==> config.mk <==
export PLATFORM = sky130hd
export DESIGN_NAME = keyboard_scancode_to_char_top
export DESIGN_NICKNAME = d
export VERILOG_FILES = /design/src/sv/kbsc_pkg.sv /design/src/sv/keyboard_scancode_to_char_top.sv /design/src/sv/kbsc_decode.sv /design/src/sv/kbsc_out_stage.sv
export SDC_FILE = /design/constraint.sdc
export NUM_CORES = 1
export LEC_CHECK = 0
export CAP_MARGIN = 20
export CORE_UTILIZATION = 50
export CTS_CLUSTER_DIAMETER = 200
export DETAILED_ROUTE_END_ITERATION = 10
export DONT_BUFFER_PORTS = 1
export GPL_TIMING_DRIVEN = 0
export PLACE_DENSITY = 0.68
export SYNTH_ARGS = -nofsm -noshare
export SYNTH_HDL_FRONTEND = slang
export SYNTH_SLANG_ARGS = --single-unit
export TNS_END_PERCENT = 5
==> constraint.sdc <==
create_clock -name clk -period 4.4 [get_ports clk]
set_clock_uncertainty 0.1 [all_clocks]
set_input_delay 0.88 -clock clk [delete_from_list [all_inputs] [get_ports clk]]
set_output_delay 0.88 -clock clk [all_outputs]
set_load 0.02 [all_outputs]
==> src/sv/kbsc_pkg.sv <==
// Shared types, key codes and key maps for the set-1 scancode decoder.
package kbsc_pkg;

    localparam int MAP_LEN = 58;

    localparam logic [6:0] KEY_LSHIFT = 7'h2A;
    localparam logic [6:0] KEY_RSHIFT = 7'h36;
    localparam logic [6:0] KEY_CTRL   = 7'h1D;
    localparam logic [6:0] KEY_ALT    = 7'h38;
    localparam logic [6:0] KEY_CAPS   = 7'h3A;
    localparam logic [6:0] KEY_UP     = 7'h48;
    localparam logic [6:0] KEY_DOWN   = 7'h50;
    localparam logic [6:0] KEY_LEFT   = 7'h4B;
    localparam logic [6:0] KEY_RIGHT  = 7'h4D;

    localparam logic [6:0] ASCII_NUL    = 7'h00;
    localparam logic [6:0] ASCII_BS     = 7'h08;
    localparam logic [6:0] ASCII_LF     = 7'h0A;
    localparam logic [6:0] ASCII_LOW_A  = 7'h61;
    localparam logic [6:0] ASCII_LOW_Z  = 7'h7A;
    localparam logic [6:0] ASCII_UP_A   = 7'h41;
    localparam logic [6:0] ASCII_UP_Z   = 7'h5A;
    localparam logic [6:0] CASE_DELTA   = 7'd32;

    typedef enum logic [2:0] {
        EV_CHAR      = 3'd0,
        EV_BACKSPACE = 3'd1,
        EV_ENTER     = 3'd2,
        EV_LEFT      = 3'd3,
        EV_RIGHT     = 3'd4
    } ev_kind_t;

    typedef struct packed {
        logic caps_lock;
        logic shift_down;
        logic ctrl_down;
        logic alt_down;
    } flags_t;

    typedef struct packed {
        ev_kind_t   kind;
        logic [6:0] char_code;
        logic       ctrl_held;
        logic       alt_held;
    } result_t;

    localparam logic [6:0] PLAIN_MAP [MAP_LEN] = '{
        7'h00, 7'h1B, 7'h31, 7'h32, 7'h33, 7'h34, 7'h35, 7'h36,
        7'h37, 7'h38, 7'h39, 7'h30, 7'h2D, 7'h3D, 7'h08, 7'h09,
        7'h71, 7'h77, 7'h65, 7'h72, 7'h74, 7'h79, 7'h75, 7'h69,
        7'h6F, 7'h70, 7'h5B, 7'h5D, 7'h0A, 7'h00,
        7'h61, 7'h73, 7'h64, 7'h66, 7'h67, 7'h68, 7'h6A, 7'h6B,
        7'h6C, 7'h3B, 7'h27, 7'h60, 7'h00, 7'h5C,
        7'h7A, 7'h78, 7'h63, 7'h76, 7'h62, 7'h6E, 7'h6D, 7'h2C,
        7'h2E, 7'h2F, 7'h00, 7'h2A, 7'h00, 7'h20
    };

    localparam logic [6:0] SHIFT_MAP [MAP_LEN] = '{
        7'h00, 7'h1B, 7'h21, 7'h40, 7'h23, 7'h24, 7'h25, 7'h5E,
        7'h26, 7'h2A, 7'h28, 7'h29, 7'h5F, 7'h2B, 7'h08, 7'h09,
        7'h51, 7'h57, 7'h45, 7'h52, 7'h54, 7'h59, 7'h55, 7'h49,
        7'h4F, 7'h50, 7'h7B, 7'h7D, 7'h0A, 7'h00,
        7'h41, 7'h53, 7'h44, 7'h46, 7'h47, 7'h48, 7'h4A, 7'h4B,
        7'h4C, 7'h3A, 7'h22, 7'h7E, 7'h00, 7'h7C,
        7'h5A, 7'h58, 7'h43, 7'h56, 7'h42, 7'h4E, 7'h4D, 7'h3C,
        7'h3E, 7'h3F, 7'h00, 7'h2A, 7'h00, 7'h20
    };

endpackage

==> src/sv/keyboard_scancode_to_char_top.sv <==
// Top level of the set-1 keyboard scancode to character decoder.
// Takes one raw set-1 scancode beat per cycle while in_ready is high and returns
// at most one event beat per scancode: a character, backspace, enter, or cursor
// left/right, together with the current ctrl and alt state. Modifier and caps
// lock scancodes update internal flags; these, release and up/down scancodes
// produce no beat. A scancode is captured in an input register, decoded
// combinationally against the modifier flags and written to the result register;
// a new scancode can be accepted every cycle unless the input side stalls. The
// result register holds a beat while out_ready is low; the input side then stalls
// only when the registered scancode would itself produce an event.
module keyboard_scancode_to_char_top
    import kbsc_pkg::*;
(
    input  logic       clk,
    input  logic       rst_n,
    input  logic       in_valid,
    output logic       in_ready,
    input  logic [7:0] scancode,
    output logic       out_valid,
    input  logic       out_ready,
    output logic [2:0] event_kind,
    output logic [6:0] char_code,
    output logic       ctrl_held,
    output logic       alt_held
);

    logic       s1_valid_reg;
    logic       s1_valid_next;
    logic [7:0] s1_code_reg;
    flags_t     flags_reg;
    flags_t     flags_next;
    logic       has_result;
    result_t    dec_result;
    result_t    out_result;
    logic       out_space;
    logic       s1_adv;

    kbsc_decode u_decode (
        .scancode   (s1_code_reg),
        .flags      (flags_reg),
        .flags_next (flags_next),
        .has_result (has_result),
        .result     (dec_result)
    );

    assign s1_adv   = s1_valid_reg & (~has_result | out_space);
    assign in_ready = ~s1_valid_reg | s1_adv;

    always_comb
    begin
        s1_valid_next = s1_valid_reg;
        if (in_valid && in_ready)
        begin
            s1_valid_next = 1'b1;
        end
        else if (s1_adv)
        begin
            s1_valid_next = 1'b0;
        end
    end

    always_ff @(posedge clk or negedge rst_n)
    begin
        if (!rst_n)
        begin
            s1_valid_reg <= 1'b0;
            flags_reg    <= '0;
        end
        else
        begin
            s1_valid_reg <= s1_valid_next;
            if (s1_adv)
            begin
                flags_reg <= flags_next;
            end
        end
    end

    always_ff @(posedge clk)
    begin
        if (in_valid && in_ready)
        begin
            s1_code_reg <= scancode;
        end
    end

    kbsc_out_stage u_out (
        .clk        (clk),
        .rst_n      (rst_n),
        .load       (s1_adv & has_result),
        .result     (dec_result),
        .space      (out_space),
        .out_ready  (out_ready),
        .out_valid  (out_valid),
        .out_result (out_result)
    );

    assign event_kind = out_result.kind;
    assign char_code  = out_result.char_code;
    assign ctrl_held  = out_result.ctrl_held;
    assign alt_held   = out_result.alt_held;

endmodule

==> src/sv/kbsc_decode.sv <==
// Combinational decode of one scancode: modifier flag update and event lookup.
module kbsc_decode
    import kbsc_pkg::*;
(
    input  logic [7:0] scancode,
    input  flags_t     flags,
    output flags_t     flags_next,
    output logic       has_result,
    output result_t    result
);

    logic [6:0] key;
    logic [6:0] map_char;
    logic [6:0] c;

    assign key = scancode[6:0];

    always_comb
    begin
        if (key < 7'(MAP_LEN))
        begin
            map_char = flags.shift_down ? SHIFT_MAP[key[5:0]] : PLAIN_MAP[key[5:0]];
        end
        else
        begin
            map_char = ASCII_NUL;
        end
        // caps lock flips letter case after the shift map is applied
        c = map_char;
        if (flags.caps_lock)
        begin
            if (map_char >= ASCII_LOW_A && map_char <= ASCII_LOW_Z)
            begin
                c = map_char - CASE_DELTA;
            end
            else if (map_char >= ASCII_UP_A && map_char <= ASCII_UP_Z)
            begin
                c = map_char + CASE_DELTA;
            end
        end
    end

    always_comb
    begin
        flags_next       = flags;
        has_result       = 1'b0;
        result.kind      = EV_CHAR;
        result.char_code = ASCII_NUL;
        if (scancode[7])
        begin
            if (key == KEY_LSHIFT || key == KEY_RSHIFT)
            begin
                flags_next.shift_down = 1'b0;
            end
            else if (key == KEY_CTRL)
            begin
                flags_next.ctrl_down = 1'b0;
            end
            else if (key == KEY_ALT)
            begin
                flags_next.alt_down = 1'b0;
            end
        end
        else
        begin
            case (key)
                KEY_UP, KEY_DOWN:
                begin
                end
                KEY_LEFT:
                begin
                    has_result  = 1'b1;
                    result.kind = EV_LEFT;
                end
                KEY_RIGHT:
                begin
                    has_result  = 1'b1;
                    result.kind = EV_RIGHT;
                end
                KEY_LSHIFT, KEY_RSHIFT:
                begin
                    flags_next.shift_down = 1'b1;
                end
                KEY_CTRL:
                begin
                    flags_next.ctrl_down = 1'b1;
                end
                KEY_ALT:
                begin
                    flags_next.alt_down = 1'b1;
                end
                KEY_CAPS:
                begin
                    flags_next.caps_lock = ~flags.caps_lock;
                end
                default:
                begin
                    if (c == ASCII_BS)
                    begin
                        has_result  = 1'b1;
                        result.kind = EV_BACKSPACE;
                    end
                    else if (c == ASCII_LF)
                    begin
                        has_result  = 1'b1;
                        result.kind = EV_ENTER;
                    end
                    else if (c != ASCII_NUL)
                    begin
                        has_result       = 1'b1;
                        result.kind      = EV_CHAR;
                        result.char_code = c;
                    end
                end
            endcase
        end
        // events never change modifiers, so the current flags are the post-item flags
        result.ctrl_held = flags.ctrl_down;
        result.alt_held  = flags.alt_down;
    end

endmodule

==> src/sv/kbsc_out_stage.sv <==
// Result register with valid/ready handshake toward the consumer.
module kbsc_out_stage
    import kbsc_pkg::*;
(
    input  logic    clk,
    input  logic    rst_n,
    input  logic    load,
    input  result_t result,
    output logic    space,
    input  logic    out_ready,
    output logic    out_valid,
    output result_t out_result
);

    logic    valid_reg;
    logic    valid_next;
    result_t data_reg;

    // a new beat may land when empty or when the held one leaves this cycle
    assign space = ~valid_reg | out_ready;

    always_comb
    begin
        valid_next = valid_reg;
        if (load)
        begin
            valid_next = 1'b1;
        end
        else if (out_ready)
        begin
            valid_next = 1'b0;
        end
    end

    always_ff @(posedge clk or negedge rst_n)
    begin
        if (!rst_n)
        begin
            valid_reg <= 1'b0;
        end
        else
        begin
            valid_reg <= valid_next;
        end
    end

    always_ff @(posedge clk)
    begin
        if (load)
        begin
            data_reg <= result;
        end
    end

    assign out_valid  = valid_reg;
    assign out_result = data_reg;

endmodule

Yosys cells after proc, flatten, opt, wreduce, memory -nomap -nowiden
Memories as Yosys holds them, arrays and structs flattened.
Index checks and enable logic that the tools add are counted.
{ "word_totals": {"romBits": 896, "word_cells": 97, "regBits": 26, "memories": 2, "out_inout_bits": 14, "in_bits": 12} }
{ "classes": {"reduce_logical": 20, "n_addsub": 2, "n_eq_ne": 14, "muxes": 30, "magnitude_cmp": 6, "n_bitwise": 12} }
{ "memory_table": {"columns": ["memory", "depth", "word_bits", "rd", "rd_ports_with_merged_regs", "write_ports", "line_no", "source"], "rows": [
  ["(no name shown)", 64, 7, 1, 0, 0, "kbsc_decode.sv:22", "map_char = flags.shift_down ? SHIFT_MAP[key[5:0]] : PLAIN_MAP[key[5:0]];"],
  ["(no name shown)", 64, 7, 1, 0, 0, "kbsc_decode.sv:22", null]
]} }
{ "ops": {"columns": ["cell", "n"], "rows": [
  ["7-bit 2-to-1 mux", 9],
  ["7-bit by 6-bit equality test with 1-bit output (second input constant)", 4],
  ["7-bit equality test (second input constant)", 4],
  ["7-bit greater-or-equal comparator (second input constant)", 3],
  ["1-bit 2-to-1 mux", 15],
  ["7-bit by 4-bit equality test with 1-bit output (second input constant)", 2],
  ["7-bit <= comparator (second input constant)", 2],
  ["13-bit OR reduction", 1],
  ["2-bit nonzero test", 6],
  ["3-bit 2-to-1 mux", 3],
  ["3-bit one-hot mux with 3 select lines", 1],
  ["7-bit by 6-bit adder with 7-bit output (second input constant)", 1],
  ["7-bit by 5-bit equality test with 1-bit output (second input constant)", 1],
  ["7-bit by 6-bit < comparator with 1-bit output (second input constant)", 1],
  ["6-bit inverter with 7-bit output", 1],
  ["7-bit nonzero test", 1],
  ["7-bit OR reduction", 1],
  ["7-bit by 6-bit subtractor with 7-bit output (second input constant)", 1],
  ["1-bit inverter", 6],
  ["3-bit AND reduction", 2],
  ["5-bit AND reduction", 1],
  ["2-bit inequality test (second input constant)", 2],
  ["4-bit AND reduction", 1],
  ["2-bit OR reduction", 2],
  ["other kinds (8)", 13]
]} }

Depth between registers and ports, before layout
Gate-level depths: netlist of run 1.
{ "depth": {"depth_word": 23, "depth_mapped": 15, "depth_no_buf": 14} }

By module
A second synthesis of run 1 with hierarchy kept.
{ "hier_totals": {"hier_cells": 333, "hier_area_um2": 2930.3} }
{ "modules_own_cells": {"columns": ["module", "cells_per_inst", "n_inst", "area_each_um2", "seq_area_each_um2"], "rows": [
  ["kbsc_decode", 295, 1, 2064.5, 0.0],
  ["keyboard_scancode_to_char_top", 23, 1, 457.9, 365.4],
  ["kbsc_out_stage", 15, 1, 407.9, 385.4]
]} }

Least setup slack after synthesis of run 1
OpenSTA, ideal clock, no wires.
{ "synth_timing": {"path_kind": "register -> output", "startpoint": "register s1_code_reg[1]", "endpoint": "output port in_ready", "setup_slack_ps": 518, "arrival_time_ps": 2902, "n_path_buf": 1, "path_stages_with_launch": 14, "required_time_ps": 3420, "path_cell_list": "edfxtp_1 > buf_4 > inv_2 > ha_1 > and2_1 > o31a_1 > o22ai_1 > nor4_4 > and3_4 > a21oi_1 > o21ai_1 > a211o_1 > nor2_1 > inv_1"} }
{ "synth_between": {"elab_chain_cells": 21, "elab_cells_between_ends": 44, "classes_between": "2 x add/sub; 5 x order compare; 11 x eq/ne; 14 x mux; 5 x bitwise; 5 x reduce/logical; 2 x memory"} }
{ "synth_rtl": {"columns": ["element", "line_no", "source"], "rows": [
  ["from (decl)", "keyboard_scancode_to_char_top.sv:29", "logic [7:0] s1_code_reg;"],
  ["from (signal assigned)", "keyboard_scancode_to_char_top.sv:83", "s1_code_reg <= scancode;"],
  ["6-bit inverter with 7-bit output (not written as such)", "kbsc_decode.sv:22", null],
  ["memory read 64 x 7 bit", null, null],
  ["7-bit 2-to-1 mux (not written as such) (2 in series)", "kbsc_decode.sv:22", null],
  ["7-bit 2-to-1 mux", "kbsc_decode.sv:22", null],
  ["7-bit 2-to-1 mux", "kbsc_decode.sv:20", "if (key < 7'(MAP_LEN))"],
  ["7-bit greater-or-equal comparator / 7-bit <= comparator (equally long branches)", "kbsc_decode.sv:36", "else if (map_char >= ASCII_UP_A && map_char <= ASCII_UP_Z)"],
  ["1-bit logical AND", "kbsc_decode.sv:36", null],
  ["7-bit 2-to-1 mux", "kbsc_decode.sv:36", null],
  ["[... 4 more ...]", null, null],
  ["1-bit 2-to-1 mux", "kbsc_decode.sv:103", "else if (c == ASCII_LF)"],
  ["1-bit 2-to-1 mux", "kbsc_decode.sv:98", "if (c == ASCII_BS)"],
  ["1-bit one-hot mux with 2 select lines (*)", "kbsc_decode.sv:66", "case (key)"],
  ["1-bit 2-to-1 mux (*)", "kbsc_decode.sv:49", "if (scancode[7])"],
  ["1-bit inverter (*)", "keyboard_scancode_to_char_top.sv:46", "assign s1_adv = s1_valid_reg & (~has_result | out_space);"],
  ["1-bit bitwise OR (*)", "keyboard_scancode_to_char_top.sv:46", null],
  ["1-bit bitwise AND (*)", "keyboard_scancode_to_char_top.sv:46", null],
  ["1-bit bitwise OR (*)", "keyboard_scancode_to_char_top.sv:47", "assign in_ready = ~s1_valid_reg | s1_adv;"],
  ["to (decl)", "keyboard_scancode_to_char_top.sv:17", "output logic in_ready,"]
]} }
Every way passes the cells marked *; elsewhere a longest branch is shown, timed or not. The select of a mux whose other input is x is not followed.

Worst setup path in the final report of run 1
{ "layout_timing": {"startpoint": "register s1_code_reg[2]", "endpoint": "output port in_ready"} }
The elaborated chain is that of the path after synthesis.

==> results.json, run 1 <==
{
  "dp_slack_ns": -0.221,
  "p_leak_nw": 1.05,
  "diodes": 0,
  "htreeDepth": 1,
  "ys_warn_count": 0,
  "overflow": 0,
  "first_global_vias": 2281,
  "area_growth_pct": 9.39,
  "period_share": 0.978,
  "via_count": 2512,
  "peakVddDrop_v": 0.000197,
  "end_kind": "output pin",
  "synth_commonest_cells": "a21oi_1 (25), nor2_1 (23), edfxtp_1 (20)",
  "cp_slowest_cell": "mux4_2",
  "synth-xor-area-share": 0.00654,
  "period_needed_ns": 4.30,
  "fin_nets": 337,
  "relSlewSlack": 0.277,
  "viasPerCell": 6.61,
  "post_dp_cell_area_um2": 2770,
  "path_cells": "buf_6 > inv_4 > ha_1 > mux4_2 > a2111oi_4 > a31oi_2 > nand2b_4 > nand2b_1 > o21ai_1 > a211o_1 > nor2_2 > inv_2",
  "netlist.area_leader.share": 0.224,
  "cp.buffers_inverters": 3,
  "yosysMostFrequentCell": "a21oi_1",
  "dp_hpwl_um": 5420,
  "cts_inserted_buffers": 3,
  "max_cap_violations": 0,
  "drive_above_1_share": 0.216,
  "synth.avg_cell_area_um2": 8.90,
  "report.power.total_w": 0.000796,
  "hold_buffers": 0,
  "final_util": 0.570,
  "start_kind": "flop",
  "drv_slew": 0,
  "cp_max_fo": 10,
  "die_h_um": 75.2,
  "synth_nets": 327,
  "path_class": "flop to output pin",
  "core.rowCount": 26,
  "ys_seq_elements": 26,
  "synth-compound-area-share": 0.264,
  "routabilityCongestion": 0.987,
  "synth_adder_area_share": 0.0654,
  "synth_cell_types": 76,
  "grt_pass1_wl_um": 11600,
  "core_um2": 5140,
  "clock_sinks": 26,
  "antenna_found_initial": 0,
  "fin_ws_ns": 0.0953,
  "synth_simple_gate_area_frac": 0.265,
  "synth_area_leaders": "edfxtp_1 (22%), ha_1 (6.5%), dfrtp_1 (5.6%)",
  "die_w_um": 75.2,
  "cts_tree": "done",
  "routed_wl_um": 7610,
  "ios": 26,
  "setup_violations": 0,
  "rsz0062_at_grt": "no",
  "die_area_um2": 5650,
  "yosys_most_used_dff": "edfxtp_1",
  "place.port_buffers": 0,
  "grt.total_usage": 0.275,
  "worstSkewPairLatency_ns": 0.27,
  "start_util": 0.521,
  "clk_path_buf_depth": 2,
  "cp_top_family": "compound AO/OA/AOI/OAI gates",
  "drc": 0,
  "critPathArrivalTime_ns": 3.32,
  "async_reset_ff_frac": 0.231,
  "hold_path_class": "primary input to asynchronous set/reset pin",
  "synth.cell_area_um2": 2680,
  "drt_iter0_drc": 408,
  "hold_violations": 0,
  "critPathRequiredTime_ns": 3.42,
  "ant_nets": 0,
  "final_area_um2": 2930,
  "status": "finished, final reports clean",
  "synth_top_family_by_area": "simple AND/OR/NAND/NOR gates",
  "ys_seq_area_frac": 0.280,
  "clockRootBuffer": "clkbuf_8",
  "worst_slew_pin_slew_ns": 1.08,
  "yosysTopAreaCell": "edfxtp_1",
  "syn_inst": 301,
  "slowest_delay_ns": 0.52,
  "synth_edf_count": 20,
  "routedWlPerCell_um": 20.0,
  "firstDrtPassIters": 5,
  "powerDensity_nw_per_um2": 272,
  "grt_start_max_net_pins": 16,
  "clk_transition_reported_paths_ns": 0.09,
  "clock.fmax_mhz": 232,
  "largest_reg_flops": 12,
  "synthMuxAreaShare": 0.0449
}
placed cells by master (no fill, tap or decap), types with 3 or more instances in the layout:
cell | synthesis | layout
a211oi_1 | 3 | 3
a21oi_1 | 25 | 24
a31oi_1 | 5 | 4
and2_1 | 3 | 3
and3_4 | 3 | 3
buf_2 | 9 | 9
buf_4 | 4 | 10
buf_6 | 6 | 7
clkbuf_8 | 0 | 3
dfrtp_1 | 6 | 6
edfxtp_1 | 20 | 20
ha_1 | 14 | 11
ha_2 | 0 | 3
inv_1 | 7 | 5
mux2i_1 | 3 | 3
nand2_1 | 19 | 19
nand2b_1 | 16 | 16
nand3_1 | 7 | 7
nand3b_1 | 4 | 4
nor2_1 | 23 | 22
nor2b_1 | 14 | 13
nor3_1 | 10 | 10
nor3b_1 | 4 | 4
o2111ai_1 | 4 | 4
o21a_1 | 3 | 3
o21ai_0 | 9 | 9
o21ai_1 | 3 | 3
o22ai_1 | 4 | 3
o31ai_1 | 7 | 7
o32ai_1 | 3 | 3
through the flow:
step                std cells  hold WS (ns)  TNS (ns)
floorplan                 301         0.325         0
global placement          371         0.335    -0.791
detailed placement        371         0.341     -2.83
CTS                       376         0.189         0
global route              380         0.177         0
finish                    380         0.192         0
cell type report:
| class | instances | area [um^2] |
|---|---|---|
| plain buffers | 21 | 154 |
| clock buffers | 4 | 66.3 |
| inverters | 10 | 46.3 |
| repair buffers | 7 | 52.6 |
| multi-input cells | 242 | 1770 |
| fillers | 479 | 2210 |
| well taps | 70 | 87.6 |
| flip-flops and latches | 26 | 751 |
worst reg2reg max path, cell delays in order, from the launching register on:
cell and delay [ns]:
edfxtp_1 0.44, buf_6 0.18, inv_4 0.12, ha_1 0.25, mux4_2 0.52, a2111oi_4 0.38
a31oi_2 0.10, nand2b_4 0.20, nand2b_1 0.13, o21ai_1 0.10, a211o_1 0.36, nor2b_1 0.85
where the power goes:
| part | switching (W) | internal, W |
|---|---|---|
| registers | 0.0000268 | 0.000289 |
| logic | 0.000184 | 0.000120 |
| clock network | 0.0000773 | 0.0000990 |
cells by family after synthesis:
family,Yosys count
AOI/OAI and AO/OA,98
and+or+nand+nor,120
xor gates and xnor gates,2
buffers and inverters,33
muxes,8
DFF,26
adders and majority gates,14
path summary, 6_finish.rpt:
check | slack [ns] | endpoint | startpoint | depth (start not counted)
min in group clk | 0.36 | u_out.out_result[1]$_DFFE_PP_ | flags_reg[1]$_DFFE_PN0P_ | 0
worst min register to register | 0.36 | u_out.out_result[1]$_DFFE_PP_ | flags_reg[1]$_DFFE_PN0P_ | 0
max in group asynchronous | 3.94 | s1_valid_reg$_DFFE_PN0P_ | rst_n | 0
worst min-delay path | 0.19 | flags_reg[3]$_DFFE_PN0P_ | rst_n | 0
worst max register to register | 0.30 | u_out.out_result[0]$_DFFE_PP_ | s1_code_reg[2]$_DFFE_PP_ | 11
worst max-delay path | 0.1 | in_ready | s1_code_reg[2]$_DFFE_PP_ | 12
per-layer routing:
layer,GRT usage,up-vias,wire [um]
met4,0.126,0,243
li1,-,1158,-
met1,0.366,1133,3120
met3,0.0535,30,792
met2,0.433,191,3460
met5,0,-,0
timing repair:
action,4_1_cts,5_1_grt
gates resized for setup,6,9
endpoints found under the setup margin,13,1
pin swaps,1,1
setup buffers,3,4
(Power assumes the default switching activity.)
==> inputs of run 2 (changes only) <==
--- a/config.mk
+++ b/config.mk
@@ -5,13 +5,13 @@
 export SDC_FILE = /design/constraint.sdc
 export NUM_CORES = 1
 export LEC_CHECK = 0
+export BUFFER_PORTS_ARGS = -buffer_cell sky130_fd_sc_hd__buf_2
 export CAP_MARGIN = 20
 export CORE_UTILIZATION = 50
 export CTS_CLUSTER_DIAMETER = 200
 export DETAILED_ROUTE_END_ITERATION = 10
-export DONT_BUFFER_PORTS = 1
 export GPL_TIMING_DRIVEN = 0
-export PLACE_DENSITY = 0.68
+export PLACE_DENSITY = 0.72
 export SYNTH_ARGS = -nofsm -noshare
 export SYNTH_HDL_FRONTEND = slang
 export SYNTH_SLANG_ARGS = --single-unit
==> run 2 against run 1 <==
Effect of this change: worst hold slack gained 0.13 ns; combinational power grew 13%; sequential cell count is the same; core utilization grew 3.8 points; first-iteration DRC count shrank 5.1%; routed wire length is essentially flat; largest power group is now combinational cells; sequential share of layout area shrank 1.6 points; highest routed layer unchanged.
==> results.json, run 2 (same netlist as run 1, synthesis figures left out) <==
{
  "routabilityCongestion": 1.03,
  "max_cap_violations": 0,
  "critPathRequiredTime_ns": 3.42,
  "worstSkewPairLatency_ns": 0.27,
  "setup_violations": 0,
  "largest_reg_flops": 12,
  "drv_slew": 0,
  "grt_use_met3": 0.0335,
  "p_leak_nw": 1.18,
  "final_common_cell": "buf_2",
  "post_dp_cell_area_um2": 2890,
  "final_area_um2": 3120,
  "core.rowCount": 26,
  "antenna_found_initial": 0,
  "die_w_um": 75.2,
  "status": "finished, final reports clean",
  "start_util": 0.521,
  "met2_usage": 0.448,
  "clk_transition_reported_paths_ns": 0.09,
  "firstDrtPassIters": 6,
  "hold_buffers": 0,
  "path_class": "flop to output pin",
  "ios": 26,
  "critPathArrivalTime_ns": 3.33,
  "via_count": 2596,
  "area_growth_pct": 16.6,
  "dp_hpwl_um": 5460,
  "cp_slowest_cell": "mux4_2",
  "cts_tree": "done",
  "hold_violations": 0,
  "path_cells": "buf_6 > inv_4 > ha_1 > mux4_2 > a2111oi_4 > a31oi_1 > nand2b_4 > nand2b_4 > o21ai_1 > a211o_1 > nor2_2 > inv_1 > buf_2",
  "die_area_um2": 5650,
  "viasPerCell": 6.33,
  "slowest_delay_ns": 0.50,
  "clock_sinks": 26,
  "grt_start_max_net_pins": 16,
  "period_share": 0.979,
  "powerDensity_nw_per_um2": 268,
  "routed_wl_um": 7620,
  "grt_pass1_wl_um": 11800,
  "grtUsageMet1": 0.390,
  "core_um2": 5140,
  "clk_path_buf_depth": 2,
  "end_kind": "output pin",
  "relSlewSlack": 0.315,
  "final_cells": 410,
  "crit_top_cell": "nand2b_4",
  "ant_nets": 0,
  "grt.total_usage": 0.280,
  "drive_above_1_share": 0.291,
  "period_needed_ns": 4.31,
  "clockRootBuffer": "clkbuf_8",
  "die_h_um": 75.2,
  "diodes": 0,
  "peakVddDrop_v": 0.000171,
  "worst_slew_pin_slew_ns": 1.03,
  "drt_iter0_drc": 387,
  "busiest_layer": "met2",
  "fin_nets": 367,
  "start_kind": "flop",
  "place.port_buffers": 25,
  "overflow": 0,
  "clock.fmax_mhz": 232,
  "final_util": 0.608,
  "final_cell_mix": "buf_2 (33), a21oi_1 (24), nor2_1 (22), edfxtp_1 (20), nand2_1 (18)",
  "htreeDepth": 1,
  "drc": 0,
  "hold_path_class": "primary input to asynchronous set/reset pin",
  "cp_max_fo": 10,
  "routedWlPerCell_um": 18.6,
  "cts_inserted_buffers": 3,
  "dp_cells": 396,
  "first_global_vias": 2296
}
run 2: per-stage QoR:
step	hold slack (ns)	worst slack (ns)	setup TNS, ns	total power [W]
after global placement	0.335	-0.110	-0.366	0.000603
after global routing	0.323	-0.0548	-0.0548	0.000872
after CTS	0.318	0.0201	0	0.000804
after floorplan	0.325	0.518	0	0.000529
final	0.318	0.0911	0	0.000836
after detailed placement	0.336	-0.127	-0.819	0.000605
run 2: path summary, 6_finish.rpt:
kind	startpoint	to	slack, ns	cells past startpoint
worst max-delay path	s1_code_reg[2]$_DFFE_PP_	in_ready	0.09	13
worst min-delay path	rst_n	s1_valid_reg$_DFFE_PN0P_	0.32	1
worst max register to register	s1_code_reg[2]$_DFFE_PP_	u_out.out_result[8]$_SDFFCE_PP0P_	0.40	11
worst min register to register	flags_reg[1]$_DFFE_PN0P_	u_out.out_result[1]$_DFFE_PP_	0.35	0
max in group asynchronous	rst_n	flags_reg[2]$_DFFE_PN0P_	3.74	1
min in group clk	flags_reg[1]$_DFFE_PN0P_	u_out.out_result[1]$_DFFE_PP_	0.35	0
run 2: worst max-delay path: cells and delay by family (launching register included):
family / cells / cell delay, ns
AOI/OAI and AO/OA: 4 / 0.92
muxes: 1 / 0.50
buffers and inverters: 4 / 0.49
and+or+nand+nor: 3 / 0.46
DFF: 1 / 0.44
adders and majority gates: 1 / 0.24
run 2: what timing repair did:
| item | 4_1_cts | 5_1_grt |
|---|---|---|
| pin swaps | 1 | 3 |
| endpoints found under the setup margin | 13 | 1 |
| buffers inserted | 2 | 10 |
| gates resized for setup | 9 | 10 |
run 2: report_power, final:
part / internal (W) / switching [W]
Sequential: 0.000288 / 0.0000125
Combinational: 0.000137 / 0.000205
Clock: 0.000122 / 0.0000721
run 2: layout make-up:
type / instances / area (um^2)
clock buffer: 3 / 41.3
tap: 70 / 87.6
clock inverter: 1 / 30.0
buffer: 21 / 156
timing repair buffer: 37 / 215
sequential: 26 / 751
fill: 447 / 2020
inverter: 10 / 43.8
multi-input combinational: 242 / 1800
run 2: metal layers:
metal,wire length (um),share of wire
met1,3200,0.42
met2,3560,0.47
met3,676,0.089
met4,178,0.023
met5,0,0
